--- src/hw/rtl/blr_pkg.sv ---
// shared types, constants and the control store for the line rasterizer
`default_nettype none

package blr_pkg;

    // step counter width and the step numbers of the control program
    localparam int STEP_BITS = 1;

    typedef logic [STEP_BITS-1:0] step_t;

    localparam step_t STEP_WAIT = 1'b0;
    localparam step_t STEP_WALK = 1'b1;

    // jump conditions
    typedef enum logic [1:0] {
        COND_NEVER,
        COND_ALWAYS,
        COND_NO_LINE,
        COND_LINE_DONE
    } cond_t;

    // one control word per step
    typedef struct packed {
        logic  take_line;
        logic  emit;
        logic  advance;
        cond_t cond;
        step_t jump_step;
        step_t next_step;
    } ctrl_word_t;

    // datapath status seen by the sequencer
    typedef struct packed {
        logic line_valid;
        logic line_done;
        logic stall;
    } seq_status_t;

    // control store
    function automatic ctrl_word_t ucode_rom(input step_t step);
        ctrl_word_t w;
        w = '{take_line: 1'b0, emit: 1'b0, advance: 1'b0, cond: COND_NEVER,
              jump_step: STEP_WAIT, next_step: STEP_WAIT};
        case (step)
            STEP_WAIT:
            begin
                // hold here until a line request arrives
                w.take_line = 1'b1;
                w.cond      = COND_NO_LINE;
                w.jump_step = STEP_WAIT;
                w.next_step = STEP_WALK;
            end
            STEP_WALK:
            begin
                // one pixel out and one bresenham step per cycle unless pixel_out stalls
                w.emit      = 1'b1;
                w.advance   = 1'b1;
                w.cond      = COND_LINE_DONE;
                w.jump_step = STEP_WAIT;
                w.next_step = STEP_WALK;
            end
            default:
            begin
                w.cond      = COND_ALWAYS;
                w.jump_step = STEP_WAIT;
            end
        endcase
        return w;
    endfunction

endpackage

`default_nettype wire

--- src/hw/rtl/blr_if.sv ---
// valid/ready channels for line requests and pixels
`default_nettype none

interface blr_line_if #(parameter int COORD_BITS = 6);
    logic                  valid;
    logic                  ready;
    logic [COORD_BITS-1:0] start_x;
    logic [COORD_BITS-1:0] start_y;
    logic [COORD_BITS-1:0] end_x;
    logic [COORD_BITS-1:0] end_y;

    modport source (output valid, output start_x, output start_y, output end_x,
                    output end_y, input ready);
    modport sink (input valid, input start_x, input start_y, input end_x,
                  input end_y, output ready);
endinterface

interface blr_pixel_if #(parameter int COORD_BITS = 6);
    logic                  valid;
    logic                  ready;
    logic [COORD_BITS-1:0] pixel_x;
    logic [COORD_BITS-1:0] pixel_y;
    logic                  last_pixel;

    modport source (output valid, output pixel_x, output pixel_y, output last_pixel,
                    input ready);
    modport sink (input valid, input pixel_x, input pixel_y, input last_pixel,
                  output ready);
endinterface

`default_nettype wire

--- src/hw/rtl/bresenham_line_rasterizer_unit.sv ---
// top level of the bresenham line rasterizer
`default_nettype none

// Bresenham line rasterizer for x-major lines on a 2^COORD_BITS square grid.
// A request on line_req carries two end points; the unit walks from the end
// with the smaller x to the other, one pixel per cycle on pixel_out, and sets
// last_pixel on the final one. A line of horizontal span dx gives dx+1 pixels
// and occupies the unit for the wait step that takes the request and then
// for its walk. The walk rate is set by the single decision add per step in
// the datapath; a stalled pixel_out freezes the walk. The next request is
// taken once the last pixel is in the output register, even if it has not
// yet been taken. Control runs from a two-step control store: a wait step
// that takes a request and loads the setup terms, and a walk step that emits
// a pixel and advances x, y and the decision term. Steep lines run the same
// recurrence and give a 45-degree run of dx+1 pixels.
module bresenham_line_rasterizer_unit
    import blr_pkg::*;
#(
    parameter int COORD_BITS = 6
)
(
    input  wire logic  clk,
    input  wire logic  rst_n,
    blr_line_if.sink   line_req,
    blr_pixel_if.source pixel_out
);

    // decision term is signed and saturates at its largest positive value
    localparam int DEC_W = COORD_BITS + 3;
    localparam logic [DEC_W-1:0] DEC_MAX = {1'b0, {(DEC_W-1){1'b1}}};

    // sequencer interface
    ctrl_word_t  ctrl;
    seq_status_t status;

    // walk state
    logic [COORD_BITS-1:0] cur_x_reg, cur_x_next;
    logic [COORD_BITS-1:0] cur_y_reg, cur_y_next;
    logic [COORD_BITS-1:0] final_x_reg, final_x_next;
    logic [DEC_W-1:0]      decision_reg, decision_next;
    logic [COORD_BITS:0]   inc_straight_reg, inc_straight_next;
    logic [COORD_BITS+1:0] inc_diagonal_reg, inc_diagonal_next;
    logic                  y_down_reg, y_down_next;

    // output register
    logic                  out_valid_reg, out_valid_next;
    logic [COORD_BITS-1:0] pix_x_reg, pix_x_next;
    logic [COORD_BITS-1:0] pix_y_reg, pix_y_next;
    logic                  pix_last_reg, pix_last_next;

    // handshake qualifiers
    logic line_fire;
    logic slot_free;
    logic emit_fire;
    logic line_done;

    // setup terms from the request
    logic                  swap_ends;
    logic [COORD_BITS-1:0] first_x, first_y, far_x, far_y;
    logic [COORD_BITS-1:0] dx, dy;
    logic                  far_below;
    logic [DEC_W-1:0]      init_dec;

    // step terms
    logic                  dec_neg;
    logic [DEC_W:0]        dec_ext;
    logic [DEC_W:0]        dec_addend;
    logic [DEC_W:0]        dec_sum;
    logic                  dec_sat;
    logic [DEC_W-1:0]      dec_step;
    logic [COORD_BITS-1:0] y_step;

    blr_sequencer u_seq (
        .clk    (clk),
        .rst_n  (rst_n),
        .status (status),
        .ctrl   (ctrl)
    );

    // a request is taken only in the wait step
    assign line_req.ready = ctrl.take_line;
    assign line_fire      = line_req.valid && ctrl.take_line;

    // output slot is free when empty or being drained this cycle
    assign slot_free = !out_valid_reg || pixel_out.ready;
    assign emit_fire = ctrl.emit && slot_free;
    assign line_done = cur_x_reg >= final_x_reg;

    assign status.line_valid = line_req.valid;
    assign status.line_done  = line_done;
    assign status.stall      = ctrl.emit && !slot_free;

    // setup: order the end points by x, take absolute deltas
    always_comb
    begin
        swap_ends = line_req.start_x > line_req.end_x;
        first_x   = swap_ends ? line_req.end_x   : line_req.start_x;
        first_y   = swap_ends ? line_req.end_y   : line_req.start_y;
        far_x     = swap_ends ? line_req.start_x : line_req.end_x;
        far_y     = swap_ends ? line_req.start_y : line_req.end_y;
        far_below = far_y < first_y;
        dx        = far_x - first_x;
        dy        = far_below ? (first_y - far_y) : (far_y - first_y);
        // 2*dy - dx
        init_dec  = {2'b00, dy, 1'b0} - {3'b000, dx};
    end

    // one bresenham step: add 2*dy on a negative term, else 2*(dy-dx) and move y
    always_comb
    begin
        dec_neg    = decision_reg[DEC_W-1];
        dec_ext    = {decision_reg[DEC_W-1], decision_reg};
        dec_addend = dec_neg ? {3'b000, inc_straight_reg}
                             : {{2{inc_diagonal_reg[COORD_BITS+1]}}, inc_diagonal_reg};
        dec_sum    = dec_ext + dec_addend;
        // positive and past the top of the term range
        dec_sat    = !dec_sum[DEC_W] && dec_sum[DEC_W-1];
        dec_step   = dec_sat ? DEC_MAX : dec_sum[DEC_W-1:0];
        if (dec_neg)
            y_step = cur_y_reg;
        else if (y_down_reg)
            y_step = cur_y_reg - 1'b1;
        else
            y_step = cur_y_reg + 1'b1;
    end

    // walk state next values
    always_comb
    begin
        cur_x_next        = cur_x_reg;
        cur_y_next        = cur_y_reg;
        final_x_next      = final_x_reg;
        decision_next     = decision_reg;
        inc_straight_next = inc_straight_reg;
        inc_diagonal_next = inc_diagonal_reg;
        y_down_next       = y_down_reg;
        if (line_fire)
        begin
            cur_x_next        = first_x;
            cur_y_next        = first_y;
            final_x_next      = far_x;
            decision_next     = init_dec;
            inc_straight_next = {dy, 1'b0};
            inc_diagonal_next = {1'b0, dy, 1'b0} - {1'b0, dx, 1'b0};
            y_down_next       = far_below;
        end
        else if (ctrl.advance && emit_fire && !line_done)
        begin
            cur_x_next    = cur_x_reg + 1'b1;
            cur_y_next    = y_step;
            decision_next = dec_step;
        end
    end

    // output register next values
    always_comb
    begin
        out_valid_next = out_valid_reg;
        pix_x_next     = pix_x_reg;
        pix_y_next     = pix_y_reg;
        pix_last_next  = pix_last_reg;
        if (emit_fire)
        begin
            out_valid_next = 1'b1;
            pix_x_next     = cur_x_reg;
            pix_y_next     = cur_y_reg;
            pix_last_next  = line_done;
        end
        else if (pixel_out.ready)
        begin
            out_valid_next = 1'b0;
        end
    end

    always_ff @(posedge clk or negedge rst_n)
    begin
        if (!rst_n)
        begin
            cur_x_reg        <= '0;
            cur_y_reg        <= '0;
            final_x_reg      <= '0;
            decision_reg     <= '0;
            inc_straight_reg <= '0;
            inc_diagonal_reg <= '0;
            y_down_reg       <= 1'b0;
            out_valid_reg    <= 1'b0;
        end
        else
        begin
            cur_x_reg        <= cur_x_next;
            cur_y_reg        <= cur_y_next;
            final_x_reg      <= final_x_next;
            decision_reg     <= decision_next;
            inc_straight_reg <= inc_straight_next;
            inc_diagonal_reg <= inc_diagonal_next;
            y_down_reg       <= y_down_next;
            out_valid_reg    <= out_valid_next;
        end
    end

    // pixel payload, no reset needed
    always_ff @(posedge clk)
    begin
        pix_x_reg    <= pix_x_next;
        pix_y_reg    <= pix_y_next;
        pix_last_reg <= pix_last_next;
    end

    assign pixel_out.valid      = out_valid_reg;
    assign pixel_out.pixel_x    = pix_x_reg;
    assign pixel_out.pixel_y    = pix_y_reg;
    assign pixel_out.last_pixel = pix_last_reg;

    // the walk never passes the far end
    assert property (@(posedge clk) disable iff (!rst_n)
        ctrl.emit |-> cur_x_reg <= final_x_reg)
        else $error("walk passed the far end");

    // an emitted inner pixel moves x by exactly one
    assert property (@(posedge clk) disable iff (!rst_n)
        (emit_fire && !line_done) |=> cur_x_reg == $past(cur_x_reg) + 1'b1)
        else $error("x did not step by one");

    // the last pixel of a line sends the sequencer back to take a request
    assert property (@(posedge clk) disable iff (!rst_n)
        (emit_fire && line_done) |=> ctrl.take_line)
        else $error("sequencer did not return to wait");

    // no request is taken while a line is being walked
    assert property (@(posedge clk) disable iff (!rst_n)
        ctrl.emit |-> !line_fire)
        else $error("request taken during walk");

endmodule

`default_nettype wire

--- src/hw/rtl/blr_sequencer.sv ---
// step counter and control store driving the rasterizer datapath
`default_nettype none

module blr_sequencer
    import blr_pkg::*;
(
    input  wire logic        clk,
    input  wire logic        rst_n,
    input  wire seq_status_t status,
    output ctrl_word_t       ctrl
);

    step_t step_reg;
    step_t step_next;
    logic  take_jump;

    assign ctrl = ucode_rom(step_reg);

    always_comb
    begin
        case (ctrl.cond)
            COND_NEVER:     take_jump = 1'b0;
            COND_ALWAYS:    take_jump = 1'b1;
            COND_NO_LINE:   take_jump = !status.line_valid;
            COND_LINE_DONE: take_jump = status.line_done;
            default:        take_jump = 1'b1;
        endcase
    end

    always_comb
    begin
        if (status.stall)
            step_next = step_reg;
        else if (take_jump)
            step_next = ctrl.jump_step;
        else
            step_next = ctrl.next_step;
    end

    always_ff @(posedge clk or negedge rst_n)
    begin
        if (!rst_n)
            step_reg <= STEP_WAIT;
        else
            step_reg <= step_next;
    end

    // a stalled step must not move
    assert property (@(posedge clk) disable iff (!rst_n)
        status.stall |=> step_reg == $past(step_reg))
        else $error("step moved during stall");

    // a taken jump lands on the jump step
    assert property (@(posedge clk) disable iff (!rst_n)
        (!status.stall && take_jump) |=> step_reg == $past(ctrl.jump_step))
        else $error("jump did not reach its target");

    // no jump falls through to the next step
    assert property (@(posedge clk) disable iff (!rst_n)
        (!status.stall && !take_jump) |=> step_reg == $past(ctrl.next_step))
        else $error("step did not fall through");

endmodule

`default_nettype wire
--- src/flat_wrapper.sv ---
// flat-port wrapper written by rule: the top's interface ports become plain ports
module bresenham_line_rasterizer_unit_flat import blr_pkg::*;
#(
    parameter int COORD_BITS = 6
)
  (clk, rst_n, line_req_valid, line_req_start_x, line_req_start_y, line_req_end_x, line_req_end_y, line_req_ready, pixel_out_valid, pixel_out_pixel_x, pixel_out_pixel_y, pixel_out_last_pixel, pixel_out_ready);
  blr_line_if #(.COORD_BITS(COORD_BITS)) line_req_i ();
  blr_pixel_if #(.COORD_BITS(COORD_BITS)) pixel_out_i ();
  input  wire logic clk;
  input  wire logic rst_n;
  input wire logic [$bits(line_req_i.valid)-1:0] line_req_valid;
  input wire logic [$bits(line_req_i.start_x)-1:0] line_req_start_x;
  input wire logic [$bits(line_req_i.start_y)-1:0] line_req_start_y;
  input wire logic [$bits(line_req_i.end_x)-1:0] line_req_end_x;
  input wire logic [$bits(line_req_i.end_y)-1:0] line_req_end_y;
  output wire logic [$bits(line_req_i.ready)-1:0] line_req_ready;
  output wire logic [$bits(pixel_out_i.valid)-1:0] pixel_out_valid;
  output wire logic [$bits(pixel_out_i.pixel_x)-1:0] pixel_out_pixel_x;
  output wire logic [$bits(pixel_out_i.pixel_y)-1:0] pixel_out_pixel_y;
  output wire logic [$bits(pixel_out_i.last_pixel)-1:0] pixel_out_last_pixel;
  input wire logic [$bits(pixel_out_i.ready)-1:0] pixel_out_ready;
  assign line_req_i.valid = line_req_valid;
  assign line_req_i.start_x = line_req_start_x;
  assign line_req_i.start_y = line_req_start_y;
  assign line_req_i.end_x = line_req_end_x;
  assign line_req_i.end_y = line_req_end_y;
  assign line_req_ready = line_req_i.ready;
  assign pixel_out_valid = pixel_out_i.valid;
  assign pixel_out_pixel_x = pixel_out_i.pixel_x;
  assign pixel_out_pixel_y = pixel_out_i.pixel_y;
  assign pixel_out_last_pixel = pixel_out_i.last_pixel;
  assign pixel_out_i.ready = pixel_out_ready;
  bresenham_line_rasterizer_unit #(.COORD_BITS(COORD_BITS)) u_core (.clk(clk), .rst_n(rst_n), .line_req(line_req_i), .pixel_out(pixel_out_i));
endmodule
--- config.mk ---
export PLATFORM = sky130hd
export DESIGN_NAME = bresenham_line_rasterizer_unit_flat
export DESIGN_NICKNAME = d
export VERILOG_FILES = /design/src/hw/rtl/blr_pkg.sv /design/src/hw/rtl/blr_if.sv /design/src/hw/rtl/bresenham_line_rasterizer_unit.sv /design/src/hw/rtl/blr_sequencer.sv /design/src/flat_wrapper.sv
export SDC_FILE = /design/constraint.sdc
export NUM_CORES = 1
export LEC_CHECK = 0
export BUFFER_PORTS_ARGS = -buffer_cell sky130_fd_sc_hd__buf_2
export CAP_MARGIN = 40
export CORE_MARGIN = 4
export CORE_UTILIZATION = 55
export DETAILED_ROUTE_END_ITERATION = 16
export PLACE_DENSITY = 0.75
export SYNTH_ARGS = -nofsm -noshare
export SYNTH_HDL_FRONTEND = slang
export SYNTH_SLANG_ARGS = --single-unit
--- constraint.sdc ---
create_clock -name clk -period 4.12 [get_ports clk]
set_input_delay 0.412 -clock clk [delete_from_list [all_inputs] [get_ports clk]]
set_output_delay 0.412 -clock clk [all_outputs]
set_load 0.02 [all_outputs]
==> results of run 1 <==
-- worst max path at each step --
stage	endpoint	slack, ns	depth (start not counted)
floorplan	u_core.decision_reg[8]	-0.37	22
CTS	u_core.decision_reg[8]	0.006	20
global route	u_core.decision_reg[8]	-0.03	21
detailed placement	u_core.decision_reg[8]	-0.33	20
global placement	u_core.inc_diagonal_reg[7]	-0.29	22
finish	u_core.decision_reg[8]	0.12	21
-- worst min-delay path: stages --
cell,delay [ns]
buf_2,0.07
nand2b_1,0.11
nand2_1,0.06
-- placed cells by master, fill, tap and decap left out, types with 3 or more instances in the layout --
cell type | synthesis | layout
buf_2 | 1 | 40
edfxtp_1 | 13 | 13
o2111ai_1 | 4 | 4
nand3_1 | 5 | 4
xor2_1 | 14 | 14
inv_2 | 0 | 4
a21o_1 | 16 | 16
nor2b_1 | 19 | 17
nand4_1 | 3 | 3
o21a_1 | 4 | 4
buf_4 | 1 | 63
ha_1 | 38 | 31
xnor2_1 | 17 | 16
ha_4 | 0 | 6
a21oi_2 | 3 | 6
o21ai_0 | 26 | 23
nand2b_1 | 13 | 13
mux2i_1 | 8 | 7
o21ai_1 | 0 | 3
fa_1 | 4 | 4
nor3_1 | 4 | 3
a21oi_1 | 28 | 25
a31oi_4 | 2 | 3
mux2_2 | 6 | 6
maj3_1 | 3 | 3
a31oi_1 | 12 | 11
inv_1 | 39 | 33
nand2_1 | 68 | 67
dfrtp_1 | 42 | 42
clkbuf_8 | 0 | 5
o221ai_1 | 5 | 5
nor2_1 | 39 | 38
a211oi_1 | 8 | 8
-- logic make-up after synthesis --
| family | after synthesis | synth area share, % |
|---|---|---|
| AND/OR/NAND/NOR | 168 | 17.9 |
| AO/OA/AOI/OAI | 137 | 22.4 |
| buffers and inverters | 57 | 5.01 |
| flip-flops | 55 | 31.9 |
| multiplexers | 15 | 3.52 |
| XOR/XNOR | 32 | 6.37 |
| adder cells (fa/ha/maj) | 45 | 13.0 |
-- per-layer routing --
| metal | vias to the layer above | GRT usage (%) | share of wire [%] |
|---|---|---|---|
| met3 | 21 | 3.40 | 6.1 |
| met2 | 124 | 40.4 | 49 |
| met5 | - | 0 | 0 |
| li1 | 1998 | - | - |
| met1 | 1953 | 32.2 | 43 |
| met4 | 0 | 5.88 | 1.7 |
-- layout make-up --
class | count | area, µm²
clock inverter | 3 | 46.3
tap | 102 | 128
inverter | 39 | 161
clock buffer | 5 | 68.8
multi-input combinational | 397 | 3020
sequential | 55 | 1440
fill | 596 | 2270
timing repair buffer | 106 | 714
-- power groups by stage --
stage / registers [mW] / logic, mW / clock network [mW]
2_1_floorplan: 1.07 / 1.71 / 0
3_3_place_gp: 1.04 / 2.30 / 0
3_5_place_dp: 1.06 / 2.41 / 0
4_1_cts: 1.05 / 2.44 / 0.375
5_1_grt: 1.08 / 2.79 / 0.402
6_report: 1.05 / 2.52 / 0.373
-- timing repair --
item                                   CTS  global route
buffers inserted                         0             6
hold buffers                             1             0
gates resized for setup                  0            16
endpoints found under the hold margin    5             0
setup endpoints to repair                3             8
pin swaps                                1            13
==> flow_summary.yaml, run 1 <==
route:
  drt_iter0_markers: 247
  post_drt_via_cell_ratio: 5.79
  drc_errors: 0
  drtAntennaViolNets: 0
  wl_um: 11700
  route.vias.total: 4096
  drt_pass1_iterations: 5
  wl_per_cell_um: 16.5
synth:
  ys_ff_latch: 55
  yosys_warnings: 0
  ys.flop_type: "dfrtp_1"
  synth_top_area_share_pct: 23.3
  yosysTopAreaCell: "dfrtp_1"
  syn_area_per_cell_um2: 8.88
  syn_area_um2: 4520
  syn_inst: 509
  synth_edf_count: 13
  syn_nets: 579
  synth_most_common_cell: "nand2_1"
  ys_top_cells_by_count: "68 x nand2_1, 42 x dfrtp_1, 39 x inv_1, 39 x nor2_1, 38 x ha_1"
  yosys-top-cells-area: "dfrtp_1 23%, ha_1 11%, edfxtp_1 8.6%"
  yosysUniqueCellTypes: 68
  synthArstFlopShare_pct: 76.4
  synth_seq_area_share_pct: 31.9
power_and_ir_drop:
  p_per_area_nw_per_um2: 706
  power_mw: 3.94
  combPwrFrac_pct: 63.9
  switchingPower_mw: 1.72
  max-vdd-ir-drop_mv: 0.320
  p_int_mw: 2.22
  pwr-share-clk_pct: 9.5
  switching_share_pct: 43.7
  p_seq_share_pct: 26.7
  leakagePower_nw: 2.59
worst_setup_path:
  required_ns: 4.37
  path_delay_family: "compound AO/OA/AOI/OAI gates"
  crit_fanout: 4
  cp-startpoint: "line_req_end_x[1]"
  critical_path.cell_chain: "buf_2, inv_2, ha_4, nor2b_2, o21ai_4, a31oi_4, buf_4, o22a_1, ha_2, a21o_1, or3_4, o2bb2ai_4, mux2i_2, inv_2, ha_4, a21o_1, a21o_1, a21oi_2, nor2b_1, or4_4, a21oi_2"
  end_kind: "flip-flop"
  cp_slowest_cell: "or4_4"
  regToRegStartpoint: "u_core.decision_reg[8]"
  crit_buf_inv: 4
  crit_top_cell: "a21o_1"
  rrSetupSlack_ns: 0.76
  rr_endpoint: "u_core.decision_reg[1]"
  critPathArrivalTime_ns: 4.25
  path_class: "in -> reg"
  cp-start-kind: "input pin"
  reg2reg_depth: 13
  critical_path.max_stage_delay_ns: 0.43
sta:
  finalWorstPathRequiredPeriod_ns: 4.00
  finalCritPeriodShare_pct: 97.1
  final-setup-viol-count: 0
  setup_tns_ns: 0
  whs_ns: 0.363
  hold_viol: 0
  skew_ns: 0.0143
  layout_setup_ws_ns: 0.121
  slew_headroom_pct: 58.9
  worst_pin_slew_ns: 0.611
  drv_slew: 0
  max_freq_mhz: 250
global_route:
  antenna_found_initial: 0
  grt_pass1_vias: 4027
  track_usage_pct: 23.8
  overflow: 0
  grt_max_degree: 38
  grt_first_pass_wirelength_um: 19200
layout:
  final_area_um2: 5580
  final_cells: 707
  synthToLayoutAreaGrowth_pct: 23.4
  final_util_pct: 71.1
  layout-drive-gt1-share_pct: 27.8
  nets: 674
  antennaDiodeCount: 0
  largest_reg_flops: 8
clock_tree:
  cts_sinks: 55
  cts_root_buffer: "clkbuf_8"
  worstSkewPairLatency_ns: 0.32
  cts_max_level: 2
  cts_tree: "yes"
  cts_buffers: 5
  clockBufferDepth: 2
  clk_pin_slew_ns: 0.11
hold_path:
  hold_path_end: "u_core.pixel_out.valid"
  hold_start: "pixel_out_ready"
  min-delay-path-class: "in -> reg"
  holdPathStages: 3
run_status:
  outcome: "finished clean"
placed_design:
  dp_cells: 691
  dpl.hpwl_um: 9040
  detailed_place.area_um2: 5340
  portBuffers: 42
  gp_congestion: 0.904
  pre_cts_ws_ns: -0.333
die:
  start_util_pct: 57.6
  fp-row-count: 32
  die-area_um2: 9730
  die_w_um: 98.6
  num_io_pins: 43
  core_um2: 7850
  dieHeight_um: 98.6
flow_run:
  maxCapViolCount: 0
Note: power is estimated with default switching activity, not from simulation.
==> run 2: changes to the inputs <==
--- a/config.mk
+++ b/config.mk
@@ -7,9 +7,9 @@
 export LEC_CHECK = 0
 export BUFFER_PORTS_ARGS = -buffer_cell sky130_fd_sc_hd__buf_2
 export CAP_MARGIN = 40
-export CORE_MARGIN = 4
 export CORE_UTILIZATION = 55
 export DETAILED_ROUTE_END_ITERATION = 16
+export MAX_ROUTING_LAYER = met4
 export PLACE_DENSITY = 0.75
 export SYNTH_ARGS = -nofsm -noshare
 export SYNTH_HDL_FRONTEND = slang
==> run 2 against run 1 <==
Net effect: utilization rose by 0.69 points; power fell by 2.3%; non-clock buffer count increased by 6; clock-buffer cell count grew 1; cell area up 0.96%; clock skew grew 0.00052 ns; register-to-register slack got worse by 0.06 ns; setup slack better by 0.019 ns; first-iteration DRC count down 24%; clock power fell by 21%; flip-flop and latch count unchanged; sequential share of layout area fell by 0.25 points; critical endpoint is now u_core.decision_reg[7].
==> flow_summary.yaml, run 2 (same netlist as run 1, synthesis figures left out) <==
run_status:
  outcome: "finished clean"
placed_design:
  dp_cells: 700
  gp_congestion: 0.918
  pre_cts_ws_ns: -0.261
  dpl.hpwl_um: 9010
  portBuffers: 42
route:
  drt_pass1_iterations: 5
  drt_iter0_markers: 188
  wl_um: 11400
  drc_errors: 0
  wl_per_cell_um: 16.0
  drtAntennaViolNets: 0
  post_drt_via_cell_ratio: 5.72
  route.vias.total: 4080
power_and_ir_drop:
  p_seq_share_pct: 27.2
  pwr-share-clk_pct: 7.7
  combPwrFrac_pct: 65.1
  max-vdd-ir-drop_mv: 0.332
  power_mw: 3.85
  p_int_mw: 2.14
  switchingPower_mw: 1.71
  leakagePower_nw: 2.62
  p_per_area_nw_per_um2: 683
  switching_share_pct: 44.4
worst_setup_path:
  required_ns: 4.36
  path_class: "in -> reg"
  end_kind: "flip-flop"
  critPathArrivalTime_ns: 4.22
  crit_fanout: 5
  cp-start-kind: "input pin"
die:
  core_um2: 7850
  num_io_pins: 43
  die_w_um: 92.6
  fp-row-count: 32
  dieHeight_um: 92.6
  start_util_pct: 57.6
  die-area_um2: 8580
sta:
  slew_headroom_pct: 55.7
  final-setup-viol-count: 0
  skew_ns: 0.0148
  hold_viol: 0
  max_freq_mhz: 251
  setup_tns_ns: 0
  layout_setup_ws_ns: 0.140
  whs_ns: 0.369
  finalWorstPathRequiredPeriod_ns: 3.98
  worst_pin_slew_ns: 0.663
  rsz0062_at_grt: "yes"
  finalCritPeriodShare_pct: 96.6
  drv_slew: 0
layout:
  largest_reg_flops: 8
  final_common_cell: "buf_4"
  nets: 680
  final_cells: 713
  layout-drive-gt1-share_pct: 28.0
  antennaDiodeCount: 0
  synthToLayoutAreaGrowth_pct: 24.6
  final_cell_mix: "68 x buf_4, 67 x nand2_1, 42 x dfrtp_1"
global_route:
  overflow: 0
  grt_pass1_vias: 4096
  grt_first_pass_wirelength_um: 19200
  antenna_found_initial: 0
  grt_max_degree: 36
  track_usage_pct: 29.4
clock_tree:
  clk_pin_slew_ns: 0.10
  cts_tree: "yes"
  clockBufferDepth: 2
  worstSkewPairLatency_ns: 0.31
  cts_max_level: 2
  cts_sinks: 55
  cts_buffers: 5
  cts_root_buffer: "clkbuf_8"
flow_run:
  maxCapViolCount: 0
hold_path:
  min-delay-path-class: "in -> reg"
[run 2: worst max-delay path, stage by stage]
cell and delay, ns:
buf_4 0.13, ha_4 0.27, and4_4 0.23, o21ai_4 0.08, a31oi_4 0.24, nand2_2 0.08, o22a_1 0.19, ha_2 0.16
a21o_1 0.16, or3_4 0.35, buf_4 0.16, o21a_1 0.18, a41oi_1 0.18, xor2_1 0.26, buf_4 0.17, ha_1 0.23
nor2b_1 0.13, or4_4 0.44, a21oi_2 0.14
[run 2: layer usage]
metal / track usage (%) / wire length [µm] / up-vias
met5: - / 0 / -
met4: 9.87 / 242 / 0
met3: 4.35 / 457 / 23
met2: 48.3 / 5460 / 120
met1: 37.2 / 5240 / 1929
li1: - / - / 2008
[run 2: worst paths after layout]
check / startpoint / cells past startpoint / slack [ns] / endpoint
min: pixel_out_ready / 3 / 0.37 / u_core.pixel_out.valid
min in group asynchronous: rst_n / 2 / 0.47 / u_core.inc_diagonal_reg[2]
max in group asynchronous: rst_n / 3 / 3.19 / u_core.cur_y_reg[3]
max reg2reg: u_core.decision_reg[8] / 12 / 0.70 / u_core.decision_reg[6]
min reg2reg: u_core.cur_y_reg[4] / 0 / 0.48 / u_core.pixel_out.pixel_y[4]
max: line_req_start_x[5] / 19 / 0.14 / u_core.decision_reg[7]
[run 2: layout make-up]
type                            count  area [µm²]
Multi-Input combinational cell    397        3010
Fill cell                         604        2210
Sequential cell                    55        1440
Timing Repair Buffer              112         806
Inverter                           39         166
Tap cell                          102         128
Clock buffer                        6        72.6
Clock inverter                      2        13.8
[run 2: power by group through the flow]
stage / registers, mW / clock network (mW) / logic [mW]
after floorplan: 1.07 / 0 / 1.71
after global placement: 1.04 / 0 / 2.32
after detailed placement: 1.06 / 0 / 2.45
after CTS: 1.04 / 0.300 / 2.47
after global routing: 1.08 / 0.326 / 2.79
final: 1.05 / 0.296 / 2.50
[run 2: what timing repair did]
action / 4_1_cts / 5_1_grt
hold buffers: 1 / 0
endpoints found under the hold margin: 7 / 0
resized for setup: 0 / 28
buffers inserted: 0 / 4
setup endpoints to repair: 0 / 7
[run 2: stage by stage]
step                      util (%)  cell area, µm²
after global placement        68.5            5380
after floorplan                  -            4670
after detailed placement      68.8            5400
after global routing          71.8            5630
final                         71.8            5630
after CTS                     70.0            5500
